`src/rtl/core/tpcs_pkg.sv`:
```
// ----------------------------------------------------------------------------
// Two-process schedule stepper package
// Shared types for the process states, the scheduling policy and the
// configuration register set.
// ----------------------------------------------------------------------------
package tpcs_pkg;

	typedef enum logic [1:0] {
		ST_READY = 2'd0,
		ST_RUN   = 2'd1,
		ST_WAIT  = 2'd2,
		ST_DONE  = 2'd3
	} proc_state_t;

	typedef enum logic [1:0] {
		POL_FCFS = 2'd0,
		POL_SJF  = 2'd1,
		POL_PSJF = 2'd2,
		POL_RR   = 2'd3
	} policy_t;

	typedef enum logic [2:0] {
		REG_POLICY       = 3'd0,
		REG_FIRST_CPU_A  = 3'd1,
		REG_IO_A         = 3'd2,
		REG_SECOND_CPU_A = 3'd3,
		REG_FIRST_CPU_B  = 3'd4,
		REG_IO_B         = 3'd5,
		REG_SECOND_CPU_B = 3'd6,
		REG_QUANTUM      = 3'd7
	} reg_index_t;

	typedef struct packed {
		policy_t    policy;
		logic [7:0] first_cpu_a;
		logic [7:0] io_a;
		logic [7:0] second_cpu_a;
		logic [7:0] first_cpu_b;
		logic [7:0] io_b;
		logic [7:0] second_cpu_b;
		logic [7:0] quantum;
	} cfg_t;

endpackage

```
`src/rtl/core/tpcs_step.sv`:
```
// ----------------------------------------------------------------------------
// Schedule tick logic
// Combinational next-state logic for one tick: restart, burst completion, preemption,
// quantum expiry, I/O completion, dispatch and counter updates.
// ----------------------------------------------------------------------------
module tpcs_step #(
	parameter int COUNT_BITS = 8
) (
	input  tpcs_pkg::cfg_t          cfg,
	input  logic                    restart,
	input  tpcs_pkg::proc_state_t   cur_state_a,
	input  tpcs_pkg::proc_state_t   cur_state_b,
	input  logic [COUNT_BITS-1:0]   cur_cpu_a,
	input  logic [COUNT_BITS-1:0]   cur_cpu_b,
	input  logic [COUNT_BITS-1:0]   cur_io_a,
	input  logic [COUNT_BITS-1:0]   cur_io_b,
	input  logic signed [8:0]       cur_slice,
	output tpcs_pkg::proc_state_t   nxt_state_a,
	output tpcs_pkg::proc_state_t   nxt_state_b,
	output logic [COUNT_BITS-1:0]   nxt_cpu_a,
	output logic [COUNT_BITS-1:0]   nxt_cpu_b,
	output logic [COUNT_BITS-1:0]   nxt_io_a,
	output logic [COUNT_BITS-1:0]   nxt_io_b,
	output logic signed [8:0]       nxt_slice,
	output tpcs_pkg::proc_state_t   res_state_a,
	output tpcs_pkg::proc_state_t   res_state_b,
	output logic                    res_all_done
);

	function automatic logic [COUNT_BITS-1:0] fit(input logic [7:0] v);
		logic [15:0] w;
		w = {8'd0, v};
		return w[COUNT_BITS-1:0];
	endfunction

	function automatic logic [COUNT_BITS-1:0] dec_sat(input logic [COUNT_BITS-1:0] v);
		return (v == '0) ? '0 : v - COUNT_BITS'(1);
	endfunction

	tpcs_pkg::proc_state_t sa;
	tpcs_pkg::proc_state_t sb;
	logic [COUNT_BITS-1:0] ca;
	logic [COUNT_BITS-1:0] cb;
	logic [COUNT_BITS-1:0] ia;
	logic [COUNT_BITS-1:0] ib;
	logic signed [8:0]     sl;
	logic                  shortest;
	logic                  done;

	always_comb begin
		sa = cur_state_a;
		sb = cur_state_b;
		ca = cur_cpu_a;
		cb = cur_cpu_b;
		ia = cur_io_a;
		ib = cur_io_b;
		sl = cur_slice;
		shortest = (cfg.policy == tpcs_pkg::POL_SJF) || (cfg.policy == tpcs_pkg::POL_PSJF);

		if (restart) begin
			sa = tpcs_pkg::ST_READY;
			sb = tpcs_pkg::ST_READY;
			ca = fit(cfg.first_cpu_a);
			cb = fit(cfg.first_cpu_b);
			ia = fit(cfg.io_a);
			ib = fit(cfg.io_b);
			sl = '0;
		end

		if (!(sa == tpcs_pkg::ST_DONE && sb == tpcs_pkg::ST_DONE)) begin
			if (sa == tpcs_pkg::ST_RUN && ca == '0) begin
				sa = (ia == '0) ? tpcs_pkg::ST_DONE : tpcs_pkg::ST_WAIT;
			end else if (sb == tpcs_pkg::ST_RUN && cb == '0) begin
				sb = (ib == '0) ? tpcs_pkg::ST_DONE : tpcs_pkg::ST_WAIT;
			end else if (cfg.policy == tpcs_pkg::POL_PSJF) begin
				if (sa == tpcs_pkg::ST_RUN && cb < ca && cb != '0) begin
					sa = tpcs_pkg::ST_READY;
					sb = tpcs_pkg::ST_RUN;
				end else if (sb == tpcs_pkg::ST_RUN && ca < cb && ca != '0) begin
					sa = tpcs_pkg::ST_RUN;
					sb = tpcs_pkg::ST_READY;
				end
			end

			if (cfg.policy == tpcs_pkg::POL_RR) begin
				if (sa == tpcs_pkg::ST_RUN && sl == 9'sd0 && cb != '0) begin
					sa = tpcs_pkg::ST_READY;
					sb = tpcs_pkg::ST_RUN;
					sl = $signed({1'b0, cfg.quantum});
				end
				if (sb == tpcs_pkg::ST_RUN && sl == 9'sd0 && ca != '0) begin
					sa = tpcs_pkg::ST_RUN;
					sb = tpcs_pkg::ST_READY;
					sl = $signed({1'b0, cfg.quantum});
				end
			end

			if (sa == tpcs_pkg::ST_WAIT && ia == '0) begin
				sa = tpcs_pkg::ST_READY;
				if (cfg.policy != tpcs_pkg::POL_PSJF || ca == '0) begin
					ca = fit(cfg.second_cpu_a);
				end
			end
			if (sb == tpcs_pkg::ST_WAIT && ib == '0) begin
				sb = tpcs_pkg::ST_READY;
				if (cfg.policy != tpcs_pkg::POL_PSJF || cb == '0) begin
					cb = fit(cfg.second_cpu_b);
				end
			end

			if (sa == tpcs_pkg::ST_READY && sb == tpcs_pkg::ST_READY) begin
				if (shortest && ca > cb) begin
					sb = tpcs_pkg::ST_RUN;
				end else begin
					sa = tpcs_pkg::ST_RUN;
					if (cfg.policy == tpcs_pkg::POL_RR) begin
						sl = $signed({1'b0, cfg.quantum});
					end
				end
			end else if (sa == tpcs_pkg::ST_READY && sb != tpcs_pkg::ST_RUN) begin
				sa = tpcs_pkg::ST_RUN;
			end else if (sb == tpcs_pkg::ST_READY && sa != tpcs_pkg::ST_RUN) begin
				sb = tpcs_pkg::ST_RUN;
			end
		end

		done = (sa == tpcs_pkg::ST_DONE) && (sb == tpcs_pkg::ST_DONE);
		res_state_a  = sa;
		res_state_b  = sb;
		res_all_done = done;

		if (!done) begin
			if (cfg.policy == tpcs_pkg::POL_RR && sl != -9'sd1) begin
				sl = sl - 9'sd1;
			end
			if (sa == tpcs_pkg::ST_RUN) begin
				ca = dec_sat(ca);
			end
			if (sa == tpcs_pkg::ST_WAIT) begin
				ia = dec_sat(ia);
			end
			if (sb == tpcs_pkg::ST_RUN) begin
				cb = dec_sat(cb);
			end
			if (sb == tpcs_pkg::ST_WAIT) begin
				ib = dec_sat(ib);
			end
		end

		nxt_state_a = sa;
		nxt_state_b = sb;
		nxt_cpu_a   = ca;
		nxt_cpu_b   = cb;
		nxt_io_a    = ia;
		nxt_io_b    = ib;
		nxt_slice   = sl;
	end

endmodule

```
`src/rtl/core/two_process_cpu_schedule_stepper.sv`:
```
// ----------------------------------------------------------------------------
// Two-process CPU schedule stepper
// Flow: the tick logic sits between one input register and the result
// register; a stalled result holds a request in the input register.
// Throughput: one request per cycle while the result register is free or
// m_axis_tready is high; the schedule state updates as a request moves into
// the result register. Reset: asynchronous, active low; valid flags, config
// and schedule take reset values; restart_s1 and out_data_q are not reset.
// ----------------------------------------------------------------------------
module two_process_cpu_schedule_stepper #(
	parameter int COUNT_BITS = 8
) (
	input  logic       clk,
	input  logic       arst_n,
	input  logic       cfg_valid,
	output logic       cfg_ready,
	input  logic [2:0] cfg_index,
	input  logic [7:0] cfg_data,
	input  logic       s_axis_tvalid,
	output logic       s_axis_tready,
	input  logic [7:0] s_axis_tdata,  // [0] restart, [7:1] zero
	output logic       m_axis_tvalid,
	input  logic       m_axis_tready,
	output logic [7:0] m_axis_tdata   // [1:0] state_a, [3:2] state_b, [4] all_done
);

	tpcs_pkg::cfg_t        cfg_q;
	logic                  valid_s1;
	logic                  restart_s1;
	logic                  out_valid_q;
	logic [4:0]            out_data_q;
	logic                  advance;

	tpcs_pkg::proc_state_t state_a_q, state_b_q;
	logic [COUNT_BITS-1:0] cpu_a_q, cpu_b_q, io_a_q, io_b_q;
	logic signed [8:0]     slice_q;

	tpcs_pkg::proc_state_t nxt_state_a, nxt_state_b;
	logic [COUNT_BITS-1:0] nxt_cpu_a, nxt_cpu_b, nxt_io_a, nxt_io_b;
	logic signed [8:0]     nxt_slice;
	tpcs_pkg::proc_state_t res_state_a, res_state_b;
	logic                  res_all_done;

	assign cfg_ready     = 1'b1;
	assign advance       = valid_s1 && (!out_valid_q || m_axis_tready);
	assign s_axis_tready = !valid_s1 || advance;
	assign m_axis_tvalid = out_valid_q;
	assign m_axis_tdata  = {3'd0, out_data_q};

	always_ff @(posedge clk or negedge arst_n) begin
		if (!arst_n) begin
			cfg_q.policy       <= tpcs_pkg::POL_FCFS;
			cfg_q.first_cpu_a  <= 8'd1;
			cfg_q.io_a         <= 8'd1;
			cfg_q.second_cpu_a <= 8'd1;
			cfg_q.first_cpu_b  <= 8'd1;
			cfg_q.io_b         <= 8'd1;
			cfg_q.second_cpu_b <= 8'd1;
			cfg_q.quantum      <= 8'd1;
		end else if (cfg_valid && cfg_ready) begin
			unique case (tpcs_pkg::reg_index_t'(cfg_index))
				tpcs_pkg::REG_POLICY:
					cfg_q.policy <= tpcs_pkg::policy_t'(cfg_data[1:0]);
				tpcs_pkg::REG_FIRST_CPU_A:  cfg_q.first_cpu_a  <= cfg_data;
				tpcs_pkg::REG_IO_A:         cfg_q.io_a         <= cfg_data;
				tpcs_pkg::REG_SECOND_CPU_A: cfg_q.second_cpu_a <= cfg_data;
				tpcs_pkg::REG_FIRST_CPU_B:  cfg_q.first_cpu_b  <= cfg_data;
				tpcs_pkg::REG_IO_B:         cfg_q.io_b         <= cfg_data;
				tpcs_pkg::REG_SECOND_CPU_B: cfg_q.second_cpu_b <= cfg_data;
				tpcs_pkg::REG_QUANTUM:      cfg_q.quantum      <= cfg_data;
				default:                    cfg_q.quantum      <= cfg_q.quantum;
			endcase
		end
	end

	always_ff @(posedge clk or negedge arst_n) begin
		if (!arst_n) begin
			valid_s1 <= 1'b0;
		end else if (s_axis_tready) begin
			valid_s1 <= s_axis_tvalid;
		end
	end

	always_ff @(posedge clk) begin
		if (s_axis_tvalid && s_axis_tready) begin
			restart_s1 <= s_axis_tdata[0];
		end
	end

	always_ff @(posedge clk or negedge arst_n) begin
		if (!arst_n) begin
			out_valid_q <= 1'b0;
			state_a_q   <= tpcs_pkg::ST_READY;
			state_b_q   <= tpcs_pkg::ST_READY;
			cpu_a_q     <= COUNT_BITS'(1);
			cpu_b_q     <= COUNT_BITS'(1);
			io_a_q      <= COUNT_BITS'(1);
			io_b_q      <= COUNT_BITS'(1);
			slice_q     <= '0;
		end else begin
			if (advance) begin
				out_valid_q <= 1'b1;
				state_a_q   <= nxt_state_a;
				state_b_q   <= nxt_state_b;
				cpu_a_q     <= nxt_cpu_a;
				cpu_b_q     <= nxt_cpu_b;
				io_a_q      <= nxt_io_a;
				io_b_q      <= nxt_io_b;
				slice_q     <= nxt_slice;
			end else if (m_axis_tready) begin
				out_valid_q <= 1'b0;
			end
		end
	end

	always_ff @(posedge clk) begin
		if (advance) begin
			out_data_q <= {res_all_done, res_state_b, res_state_a};
		end
	end

	tpcs_step #(
		.COUNT_BITS(COUNT_BITS)
	) u_step (
		.cfg          (cfg_q),
		.restart      (restart_s1),
		.cur_state_a  (state_a_q),
		.cur_state_b  (state_b_q),
		.cur_cpu_a    (cpu_a_q),
		.cur_cpu_b    (cpu_b_q),
		.cur_io_a     (io_a_q),
		.cur_io_b     (io_b_q),
		.cur_slice    (slice_q),
		.nxt_state_a  (nxt_state_a),
		.nxt_state_b  (nxt_state_b),
		.nxt_cpu_a    (nxt_cpu_a),
		.nxt_cpu_b    (nxt_cpu_b),
		.nxt_io_a     (nxt_io_a),
		.nxt_io_b     (nxt_io_b),
		.nxt_slice    (nxt_slice),
		.res_state_a  (res_state_a),
		.res_state_b  (res_state_b),
		.res_all_done (res_all_done)
	);

endmodule
```
`config.mk`:
```
export PLATFORM = sky130hd
export DESIGN_NAME = two_process_cpu_schedule_stepper
export DESIGN_NICKNAME = d
export VERILOG_FILES = /design/src/rtl/core/tpcs_pkg.sv /design/src/rtl/core/tpcs_step.sv /design/src/rtl/core/two_process_cpu_schedule_stepper.sv
export SDC_FILE = /design/constraint.sdc
export NUM_CORES = 1
export LEC_CHECK = 0
export BUFFER_PORTS_ARGS = -buffer_cell sky130_fd_sc_hd__buf_4
export CELL_PAD_IN_SITES_DETAIL_PLACEMENT = 0
export CELL_PAD_IN_SITES_GLOBAL_PLACEMENT = 1
export CORE_UTILIZATION = 54
export CTS_BUF_LIST = sky130_fd_sc_hd__clkbuf_16
export DETAILED_ROUTE_END_ITERATION = 10
export PLACE_DENSITY = 0.82
export REMOVE_ABC_BUFFERS = 1
export SLEW_MARGIN = 5
export SYNTH_ARGS = -nofsm -noshare
export SYNTH_HDL_FRONTEND = slang
export SYNTH_HIERARCHICAL = 1
export SYNTH_SLANG_ARGS = --single-unit
```
`constraint.sdc`:
```
create_clock -name clk -period 14.4 [get_ports clk]
set_clock_uncertainty 0.15 [all_clocks]
set_input_delay 3.6 -clock clk [delete_from_list [all_inputs] [get_ports clk]]
set_output_delay 3.6 -clock clk [all_outputs]
set_load 0.01 [all_outputs]
```
# After elaboration in Yosys (flattened, before gate mapping)
# Index checks and enable logic that the tools add are counted.
[totals]
elab_cells = 181
register_bits = 111
out_inout_bits = 11
in_bits = 24
[op_classes]
add_sub_neg = 5
n_eq_ne = 28
n_mux = 76
magnitude_cmp = 3
n_reduce_logical = 50
[op_table]
columns = ["cell", "n"]
rows = [
  ["two-way mux 8 bit", 24],
  ["two-way mux 9 bit", 12],
  ["two-way mux 2 bit", 36],
  ["logical NOT 8 bit", 6],
  ["subtractor 8 x 1 -> 8 bit, second input constant", 4],
  ["logical AND 1 bit", 21],
  ["== test 2 bit, second input constant", 10],
  ["logical NOT 9 bit", 2],
  ["less-than comparator 8 bit", 2],
  ["AND reduction 2 bit", 8],
  ["nonzero test 8 bit", 2],
  ["== test 2 x 1 -> 1 bit, second input constant", 7],
  ["== test 3 bit, second input constant", 4],
  ["inequality test 9 x 1 -> 1 bit, second input constant", 1],
  ["subtractor 9 x 2 -> 9 bit, second input constant", 1],
  ["> comparator 8 bit", 1],
  ["== test 3 x 2 -> 1 bit, second input constant", 2],
  ["logical OR 1 bit", 5],
  ["logical NOT 2 bit", 2],
  ["two-way mux 1 bit", 4],
  ["inequality test 2 x 1 -> 1 bit, second input constant", 2],
  ["== test 3 x 1 -> 1 bit, second input constant", 1],
  ["logical NOT 3 bit", 1],
  ["logical NOT 1 bit", 2],
  ["other kinds (2)", 2],
]

# Depth between registers and ports, before layout
# Gate-level depths: netlist (run 1).
[logic_depth]
ltp_word = 35
mapped_depth = 38
ltp_nobuf = 30

# Cells and area by module
# The synthesis (run 1) kept the hierarchy.
[modules_own_cells]
columns = ["mod", "cells_per_inst", "seq_area_each_um2", "n_inst", "area_per_inst_um2"]
rows = [
  ["two_process_cpu_schedule_stepper", 245, 2821.5, 1, 4224.1],
  ["tpcs_step", 454, 0.0, 1, 3181.8],
]

# Worst setup path before layout (run 1)
# No wires, ideal clock.
[synth_path]
path_type = "register -> register"
from = "register restart_s1"
to = "register slice_q[0]"
period_less_slack_ps = 8645
required_ps = 14125
path_stages_with_launch = 38
n_path_buf = 8
setup_slack_ps = 5755
arrival_ps = 8371
setup_ps = 125
path_cell_list = "edfxtp_1 buf_2 buf_2 buf_4 clkbuf_1 buf_1 buf_1 mux2i_1 ha_1 a21oi_1 o21ai_0 nor2_1 nor4b_1 o22ai_1 a32oi_2 nor2_2 nor4_4 buf_4 [... 2 more ...] ha_1 nand4_1 or3b_2 a21oi_1 or2_2 a211oi_1 and4b_1 clkbuf_1 a21oi_1 a22oi_1 inv_1 ha_1 o21a_1 nand4_1 a2111oi_0 a21oi_1 xnor2_1 mux2_2"
[synth_via]
elab_chain_len = 35
word_cells_on_any_way = 108
classes_between = "add/sub: 1; order compare: 3; eq/ne: 13; mux: 60; reduce/logical: 31"
[synth_rtl]
columns = ["item", "line", "source"]
rows = [
  ["from (decl)", "two_process_cpu_schedule_stepper.sv:29", "logic restart_s1;"],
  ["from (signal assigned)", "two_process_cpu_schedule_stepper.sv:86", "restart_s1 <= s_axis_tdata[0];"],
  ["parallel branches: the longest is 34 deep, another holds less-than comparator 8 bit", "--", ""],
  ["two-way mux 9 bit (*)", "tpcs_step.sv:132", "if (!done) begin"],
  ["named net nxt_slice[0]", "two_process_cpu_schedule_stepper.sv:40", "logic signed [8:0] nxt_slice;"],
  ["to (signal assigned)", "two_process_cpu_schedule_stepper.sv:109", "slice_q <= nxt_slice;"],
  ["to (decl)", "two_process_cpu_schedule_stepper.sv:36", "logic signed [8:0] slice_q;"],
]
# Mark *: on every way through the listed nets, which the timed path passes. The select of a mux whose other input is x is not followed.
# A chain may end at the register's enable or synchronous reset.

# Worst setup path in the final report (run 1)
# Ends and elaborated chain as after synthesis.

==> results.json, run 1 <==
{
  "status": "finished, final reports clean",
  "synth_cell_types": 71,
  "core_area_um2": 13300,
  "final_antenna_net_count": 0,
  "crit_path_top_delay_cell": "buf_4",
  "tritoncts": "built",
  "track_usage_pct": 27.64,
  "ys_seq_area_share_pct": 38.10,
  "insertion_delay_ps": 370,
  "cts_max_path_buffers": 2,
  "initial_core_util_pct": 55.70,
  "dpl.hpwl_um": 13170,
  "cts_resized": 0,
  "avgSynthCellArea_um2": 10.59,
  "hold_class": "flip-flop to flip-flop",
  "antenna_found_initial": 0,
  "die_h_um": 119.1,
  "seqPwrFrac_pct": 35.9,
  "via_per_inst": 6.273,
  "yosys_warnings": 6,
  "setup_viol": 0,
  "finalCritPeriodShare_pct": 62.50,
  "drt_iter0_markers": 342,
  "period_needed_ps": 9000,
  "drv_slew": 0,
  "diodes": 0,
  "ys_top_cells_by_area": "dfrtp_1, mux2_2, mux2i_1",
  "reg2reg_to": "slice_q[0]",
  "wl_um": 18460,
  "dpl_cell_area_um2": 7662,
  "synth_ff_type": "dfrtp_1",
  "port_buffers": 23,
  "grt_pass1_vias": 5378,
  "cp-endpoint": "slice_q[0]",
  "final-hold-violation-count": 0,
  "syn-cell-area_um2": 7406,
  "crit_type": "flip-flop to flip-flop",
  "relSlewSlack_pct": 18.15,
  "ir_worst_vdd_mv": 0.08579,
  "p_clk_share_pct": 17.6,
  "fin_tns_setup_ps": 0,
  "postCtsSetupRepairBufs": 0,
  "root_buffer": "clkbuf_16",
  "grt_pass1_wl_um": 29630,
  "design_area_um2": 7941,
  "synthArstFlopShare_pct": 94.59,
  "gp_congestion": 0.9544,
  "r2r_slack_ps": 5400,
  "critical_path.max_fanout": 68,
  "synth_seq_cells": 111,
  "grt_max_degree": 69,
  "firstDrtPassIters": 5,
  "cts.clk_slew.worst_paths_ps": 80,
  "max_freq_mhz": 111.1,
  "synth_most_common_cell": "mux2_2",
  "crit_path_frequent_cell": "a21oi_1",
  "tightest_slew_ps": 1223,
  "grt_overflow": 0,
  "num_vias": 5589,
  "startpoint": "restart_s1",
  "die_x_um": 119.1,
  "cts_htree_levels": 3,
  "power_density_nw_per_um2": 175.3,
  "leakage_nw": 3.329,
  "fillers": 1127,
  "max_stage_delay_ps": 650,
  "postSynthCellCount": 699,
  "hold_buffers": 0,
  "synth_top_area_share_pct": 31.76,
  "clock-sinks": 111,
  "std_cell_rows": 42,
  "switchingPower_mw": 0.5641,
  "area_delta_synth_final_pct": 7.231,
  "fp.dieArea_um2": 14190,
  "r2r-start": "restart_s1",
  "cts_inserted_buffers": 9,
  "p_sw_share_pct": 40.52,
  "synth_commonest_cells": "mux2_2, dfrtp_1, mux2i_1",
  "synth_edf_count": 6,
  "maxCapViolations": 0,
  "route.detailed.drc": 0,
  "endpoint_kind": "flip-flop",
  "fin_nets": 758,
  "drive_above_1_share_pct": 28.39,
  "r2r_cells": 31,
  "rsz0062_at_grt": "false",
  "p_int_mw": 0.8280,
  "yosysTopAreaCell": "dfrtp_1",
  "arrival_ps": 9100,
  "cp.required_ps": 14500,
  "start_kind": "flip-flop",
  "combPwrFrac_pct": 46.5,
  "pin_count": 35,
  "wl_per_cell_um": 20.72
}
[worst max-delay path: cells and delay by family, from the launching register on]
kind                     cells  cell delay [ps]
multiplexers                 3             1230
AO/OA/AOI/OAI               11             2810
XOR/XNOR                     1              170
buffers and inverters        4             1210
adder cells (fa/ha/maj)      3              800
AND/OR/NAND/NOR              9             2160
flip-flops                   1              320
[cells by family after synthesis]
family | synth area share, %
AO/OA/AOI/OAI | 9.647
multiplexers | 25.68
adder cells (fa/ha/maj) | 4.055
AND/OR/NAND/NOR | 16.19
other | 0.1014
flip-flops | 38.10
XOR/XNOR | 2.483
buffers and inverters | 3.751
[layout make-up]
class                   instances  area (µm²)  share of cell area [%]
clock buffers                   9       225.2                   2.836
well taps                     176       220.2                   2.773
inverters                      25       93.84                   1.182
multi-input cells             535        4317                   54.36
repair buffers                 28       210.2                   2.647
flip-flops and latches        111        2821                   35.53
clock inverters                 7       53.80                  0.6775
[cell usage in the layout, fill, tap and decap left out, types with 7 or more instances in the layout]
cell,n
a21oi_1,31
and2_1,7
buf_4,28
clkbuf_16,9
dfrtp_1,94
dfstp_2,11
ha_1,24
inv_1,27
mux2_2,128
mux2i_1,46
nand2_1,29
nand3_1,13
nand4_1,11
nor2_1,33
nor2b_1,10
nor3_1,27
nor4_1,16
o21ai_0,20
o21ai_1,7
or3_1,7
xnor2_1,11
xor2_1,10
[flip-flops by register name, indices dropped and copies added (netlist names), 5 cells and up]
signal      cells
out_data_q      5
cpu_b_q         8
io_b_q          8
cpu_a_q         8
slice_q         9
io_a_q          8
cfg_q          58
[how the worst min path moves through the flow]
stage                      start             to  slack, ps  cells past startpoint
floorplan               valid_s1  m_axis_tvalid        310                      1
global placement        valid_s1  m_axis_tvalid        330                      1
detailed placement  state_b_q[0]   state_b_q[0]        340                      1
CTS                 state_b_q[0]   state_b_q[0]        350                      1
global route        state_b_q[0]   state_b_q[0]        360                      1
finish              state_b_q[0]   state_b_q[0]        350                      1
[power groups by stage]
stage	sequential, mW	combinational [mW]	clock, mW
after global routing	0.515	0.715	0.262
final	0.500	0.648	0.245
after detailed placement	0.503	0.640	0
after CTS	0.498	0.643	0.250
after global placement	0.499	0.626	0
after floorplan	0.484	0.484	0
[layer usage]
layer  share of wire [%]  vias to the layer above  GRT usage (%)
li1                    -                     2616              -
met5                   0                        -              0
met4                 1.8                        0          8.070
met3                 5.2                       18          4.981
met1                  48                     2799          40.94
met2                  45                      156          41.06
[through the flow]
stage	power [mW]	setup WS [ps]	hold WS [ps]	instances	util, %
5_1_grt	1.492	4660	359.5	891	59.73
3_3_place_gp	1.124	5599	333.2	875	57.63
3_5_place_dp	1.143	5528	335.7	875	57.63
4_1_cts	1.391	5508	354.1	891	59.73
2_1_floorplan	0.9676	5759	307.2	671	-
6_report	1.392	5400	350.7	891	59.73
No activity file was read; power rests on OpenSTA's default activity.
==> run 2, diff against run 1 <==
- CORE_UTILIZATION: 54 -> 50
- PLACE_DENSITY: 0.82 -> 0.77
- clock period: 14.4 -> 8.3 ns (I/O delays scaled with it)
==> run 2 against run 1 <==
- worst hold slack improved by 5.5 ps
- register-to-register slack worse by 4700 ps
- wire length up 0.68%
==> results.json, run 2 (synthesis results as in run 1) <==
{
  "wl_um": 18590,
  "tightest_slew_ps": 988.3,
  "cts_max_path_buffers": 2,
  "track_usage_pct": 25.83,
  "p_sw_share_pct": 39.12,
  "switchingPower_mw": 0.9828,
  "gp_congestion": 0.9050,
  "diodes": 0,
  "period_needed_ps": 7635,
  "whs_ps": 356.2,
  "drt_iter0_markers": 355,
  "grt_pass1_vias": 5471,
  "status": "finished, final reports clean",
  "firstDrtPassIters": 5,
  "regMostFlops": "cfg_q",
  "crit_buf_inv": 6,
  "seqCellArea_um2": 2821,
  "cp-endpoint": "slice_q[0]",
  "place_inst": 911,
  "drive_above_1_share_pct": 31.28,
  "root_buffer": "clkbuf_16",
  "layout_commonest_cell": "mux2_2",
  "setup_ws_ps": 664.9,
  "largest_registers": "cfg_q x58, slice_q x9",
  "final_antenna_net_count": 0,
  "largest_register_ffs": 58,
  "area_delta_synth_final_pct": 10.98,
  "via_per_inst": 6.041,
  "place_ws_ps": 539.1,
  "num_vias": 5612,
  "combPwrFrac_pct": 47.7,
  "die_h_um": 123.7,
  "grt_overflow": 0,
  "r2r_slack_ps": 660,
  "antenna_found_initial": 0,
  "initial_core_util_pct": 51.15,
  "route.detailed.drc": 0,
  "port_buffers": 23,
  "startpoint": "restart_s1",
  "finalCritPeriodShare_pct": 91.99,
  "std_cell_rows": 44,
  "wl_per_cell_um": 20.01,
  "endpoint_kind": "flip-flop",
  "start_kind": "flip-flop",
  "cts.clk_slew.worst_paths_ps": 70,
  "crit_path_top_delay_cell": "or3b_2",
  "multi_input_area_um2": 4317,
  "r2r_cells": 33,
  "fin_nets": 788,
  "finalPower_mw": 2.512,
  "die_x_um": 123.7,
  "drv_slew": 0,
  "arrival_ps": 7730,
  "cts_resized": 0,
  "fillers": 1312,
  "r2r-start": "restart_s1",
  "tritoncts": "built",
  "most-common-layout-cells": "mux2_2, dfrtp_1, buf_4, mux2i_1, nor2_1",
  "core_area_um2": 14480,
  "power_density_nw_per_um2": 305.6,
  "maxCapViolations": 0,
  "pin_count": 35,
  "grt_max_degree": 79,
  "crit_family": "compound AO/OA/AOI/OAI gates",
  "max_stage_delay_ps": 460,
  "cts_inserted_buffers": 9,
  "instances_no_fill": 929,
  "grt_pass1_wl_um": 29580,
  "cp.required_ps": 8400,
  "p_int_mw": 1.529,
  "reg2reg_to": "slice_q[0]",
  "setup_viol": 0,
  "seqPwrFrac_pct": 34.8,
  "crit_type": "flip-flop to flip-flop",
  "ir_worst_vdd_mv": 0.1971,
  "crit_path_frequent_cell": "a21oi_1",
  "critical_path.max_fanout": 22,
  "relSlewSlack_pct": 34.11,
  "max_freq_mhz": 131.0,
  "leakage_nw": 3.478,
  "insertion_delay_ps": 360,
  "final-hold-violation-count": 0,
  "hold_class": "flip-flop to flip-flop",
  "cp_num_cells": 33,
  "p_clk_share_pct": 17.5,
  "clock-sinks": 111,
  "rsz0062_at_grt": "false",
  "cts_htree_levels": 3,
  "dpl.hpwl_um": 13710,
  "fp.dieArea_um2": 15300
}
==> run 2: repair_timing <==
action | CTS | global route
endpoints found under the setup margin | 0 | 2
hold buffers | 0 | 0
buffers inserted | 0 | 2
==> run 2: power by group through the flow <==
stage	logic, mW	clock network [mW]	registers, mW
3_5_place_dp	1.18	0	0.882
5_1_grt	1.32	0.473	0.903
6_report	1.20	0.439	0.874
4_1_cts	1.19	0.455	0.873
3_3_place_gp	1.15	0	0.873
2_1_floorplan	0.840	0	0.839
==> run 2: how the worst min path moves through the flow <==
stage	startpoint	endpoint	slack [ps]	depth (start not counted)
2_1_floorplan	valid_s1	m_axis_tvalid	310	1
3_3_place_gp	io_a_q[4]	io_a_q[4]	330	1
3_5_place_dp	cfg_q[17]	cfg_q[17]	350	1
4_1_cts	io_a_q[7]	io_a_q[7]	360	1
5_1_grt	io_a_q[7]	io_a_q[7]	390	1
6_report	io_a_q[7]	io_a_q[7]	360	1
==> run 2: final cells by class <==
class                      count  share of cell area [%]
clock buffer                   9                   2.740
tap                          184                   2.801
inverter                      25                   1.142
timing repair buffer          58                   5.602
sequential                   111                   34.33
multi-input combinational    535                   52.52
clock inverter                 7                  0.8677
==> run 2: per-stage QoR <==
stage	util [%]	cell area [µm²]	setup TNS [ps]
after floorplan	-	7229	-726.5
after global placement	54.53	7895	0
after detailed placement	54.53	7895	0
after CTS	56.58	8192	0
after global routing	56.77	8219	0
final	56.77	8219	0
==> run 2: routing by layer <==
metal  part of all wire, %  global-route usage (%)  wire length [µm]
met4                  0.90                   4.593               167
met5                     0                       0                 0
met1                    47                   34.47              8653
met2                    49                   43.89              9095
met3                   3.6                   4.808               674
==> run 2: worst reg2reg max path, delay by kind of cell, from the launching register on <==
kind | cells | cell delay (ps)
buffers and inverters | 6 | 970
muxes | 3 | 1020
AOI/OAI and AO/OA | 14 | 2870
DFF | 1 | 380
adders and majority gates | 3 | 770
and+or+nand+nor | 6 | 1210
xor gates and xnor gates | 1 | 170
==> run 3, diff against run 2 <==
- CORE_UTILIZATION: 50 -> 49
- PLACE_DENSITY: 0.77 -> 0.76
- SYNTH_HIERARCHICAL: 1 -> unset
==> run 3 against run 2 <==
- die area down 1.2%
- cell area is 4.7% lower
- critical path type unchanged
- setup slack gained 230 ps
- count of clock-buffer cells in the layout stayed put
- via count is 1.8% higher
- highest routed layer unchanged
- combinational power decreased by 27%
- critical path depth shrank 5
- wire length rose by 1.7%
- critical endpoint unchanged
==> results.json, run 3 <==
{
  "status": "finished, final reports clean",
  "setup_viol": 0,
  "gp_congestion": 0.8649,
  "postSynthCellCount": 724,
  "synthArstFlopShare_pct": 94.59,
  "cts_inserted_buffers": 9,
  "synth_commonest_cells": "dfrtp_1, mux2_2, nand2_1",
  "route.detailed.drc": 0,
  "wl_um": 18910,
  "finalCritPeriodShare_pct": 89.17,
  "routed.top_layer": "met4",
  "grt_max_degree": 67,
  "ys_top_cells_by_area": "dfrtp_1, mux2_2, ha_1",
  "fin_tns_setup_ps": 0,
  "grt_overflow": 0,
  "die_x_um": 123.0,
  "relSlewSlack_pct": 20.64,
  "cts.clk_slew.worst_paths_ps": 80,
  "max_stage_delay_ps": 580,
  "port_buffers": 23,
  "fin_nets": 791,
  "final_antenna_net_count": 0,
  "synth_most_common_cell": "dfrtp_1",
  "synth_seq_cells": 111,
  "area_delta_synth_final_pct": 9.248,
  "wl_met1_um": 8720,
  "synth_top_area_share_pct": 32.80,
  "tightest_slew_ps": 1188,
  "std_cell_rows": 43,
  "cp.required_ps": 8410,
  "fillers": 1267,
  "endpoint_kind": "flip-flop",
  "layout_commonest_cell": "dfrtp_1",
  "track_usage_pct": 26.35,
  "seqCellArea_um2": 2821,
  "synth_ff_type": "dfrtp_1",
  "syn-cell-area_um2": 7171,
  "synth_edf_count": 6,
  "largest_registers": "cfg_q x58, slice_q x9",
  "antenna_found_initial": 0,
  "critical_path.max_fanout": 22,
  "rsz0062_at_grt": "false",
  "crit_path_top_delay_cell": "o21ai_0",
  "arrival_ps": 7510,
  "cts_htree_levels": 3,
  "multi_input_area_um2": 4104,
  "insertion_delay_ps": 360,
  "via_per_inst": 6.155,
  "fp.dieArea_um2": 15120,
  "hold_buffers": 0,
  "maxCapViolations": 0,
  "instances_no_fill": 928,
  "final-hold-violation-count": 0,
  "clock-sinks": 111,
  "grt_pass1_vias": 5563,
  "crit_type": "flip-flop to flip-flop",
  "hold_end": "io_a_q[0]",
  "most-common-layout-cells": "dfrtp_1, mux2_2, nand2_1, o21ai_0, buf_4",
  "holdPathStages": 2,
  "regMostFlops": "cfg_q",
  "post-route-util_pct": 55.57,
  "cts_max_path_buffers": 2,
  "wl_met2_um": 8848,
  "hold_start": "io_a_q[0]",
  "largest_register_ffs": 58,
  "grt_pass1_wl_um": 29950,
  "ir_worst_vdd_mv": 0.1384,
  "diodes": 0,
  "core_area_um2": 14100,
  "pin_count": 35,
  "wl_per_cell_um": 20.38,
  "ys_seq_area_share_pct": 39.35,
  "dpl.hpwl_um": 13440,
  "reg2reg_to": "slice_q[0]",
  "r2r-start": "restart_s1",
  "power_density_nw_per_um2": 273.9,
  "hold_class": "flip-flop to flip-flop",
  "start_kind": "flip-flop",
  "firstDrtPassIters": 5,
  "crit_path_frequent_cell": "a21oi_1",
  "leakage_nw": 3.260,
  "r2r_slack_ps": 900,
  "drive_above_1_share_pct": 22.86,
  "r2r_cells": 28,
  "num_vias": 5712,
  "met3_length_um": 713,
  "initial_core_util_pct": 50.87,
  "synth_cell_types": 83,
  "drv_slew": 0,
  "period_needed_ps": 7402,
  "place_inst": 907,
  "root_buffer": "clkbuf_16",
  "yosys_warnings": 0,
  "yosysTopAreaCell": "dfrtp_1",
  "die_h_um": 123.0,
  "max_freq_mhz": 135.1,
  "avgSynthCellArea_um2": 9.904,
  "drt_iter0_markers": 387,
  "tritoncts": "built",
  "finalPower_mw": 2.146
}
==> run 3: cell count changes after synthesis, moves of 7 or more <==
cell	previous run	this run
a31oi_1	2	9
buf_4	15	4
clkbuf_1	6	16
mux2_2	128	79
mux2i_1	46	25
nand2_1	30	70
nor4_1	16	7
o21ai_0	20	50
or4_1	2	9
xor2_1	10	3
==> run 3: layer usage <==
| metal | vias to the layer above | GRT usage (%) |
|---|---|---|
| li1 | 2733 | - |
| met1 | 2792 | 35.87 |
| met2 | 149 | 41.89 |
| met3 | 38 | 3.875 |
| met4 | 0 | 11.14 |
| met5 | - | 0 |
==> run 3: how the worst max path moves through the flow <==
stage / start / to / slack [ps] / depth (start not counted)
global placement: restart_s1 / slice_q[0] / 600 / 28
floorplan: restart_s1 / slice_q[8] / 570 / 26
detailed placement: restart_s1 / slice_q[0] / 430 / 28
global route: restart_s1 / slice_q[0] / 370 / 30
CTS: restart_s1 / slice_q[0] / 360 / 28
finish: restart_s1 / slice_q[0] / 900 / 28
==> run 3: cells by family after synthesis <==
| kind of cell | after synthesis | synth area share, % |
|---|---|---|
| AOI/OAI and AO/OA | 173 | 17.62 |
| xor gates and xnor gates | 10 | 1.222 |
| adders and majority gates | 24 | 4.188 |
| buffers and inverters | 58 | 3.560 |
| DFF | 111 | 39.35 |
| muxes | 105 | 16.11 |
| other | 2 | 0.1047 |
| and+or+nand+nor | 241 | 17.85 |
==> run 3: metrics by stage <==
stage	hold WS, ps	setup slack [ps]	area, µm²
6_report	334.1	898.5	7834
5_1_grt	360.8	370.6	7834
4_1_cts	335.3	357.2	7780
3_5_place_dp	323.9	432.1	7500
3_3_place_gp	315.6	599.4	7500
2_1_floorplan	299.2	572.9	7017
==> run 3: repair_timing <==
action	in CTS	in global routing
buffers inserted	0	5
gates resized for setup	0	1
endpoints found under the setup margin	0	6
==> run 3: area by class of cell <==
type                            count  share of cell area, %
Clock buffer                        9                  2.875
Sequential cell                   111                  36.02
Clock inverter                      7                 0.7028
Tap cell                          180                  2.875
Multi-Input combinational cell    557                  52.39
Timing Repair Buffer               39                  3.945
Inverter                           25                  1.198
==> run 3: power by group <==
part | switching, mW | internal (mW)
clock network | 0.215 | 0.207
logic | 0.498 | 0.382
registers | 0.138 | 0.706
total | 0.851 | 1.29
==> run 3: worst max-delay path, delay by kind of cell, from the launching register on <==
kind                       cells  cell delay [ps]
AOI/OAI and AO/OA             13             3370
and+or+nand+nor                7             1660
adders and majority gates      3              800
buffers and inverters          4              560
DFF                            1              440
muxes                          1              290
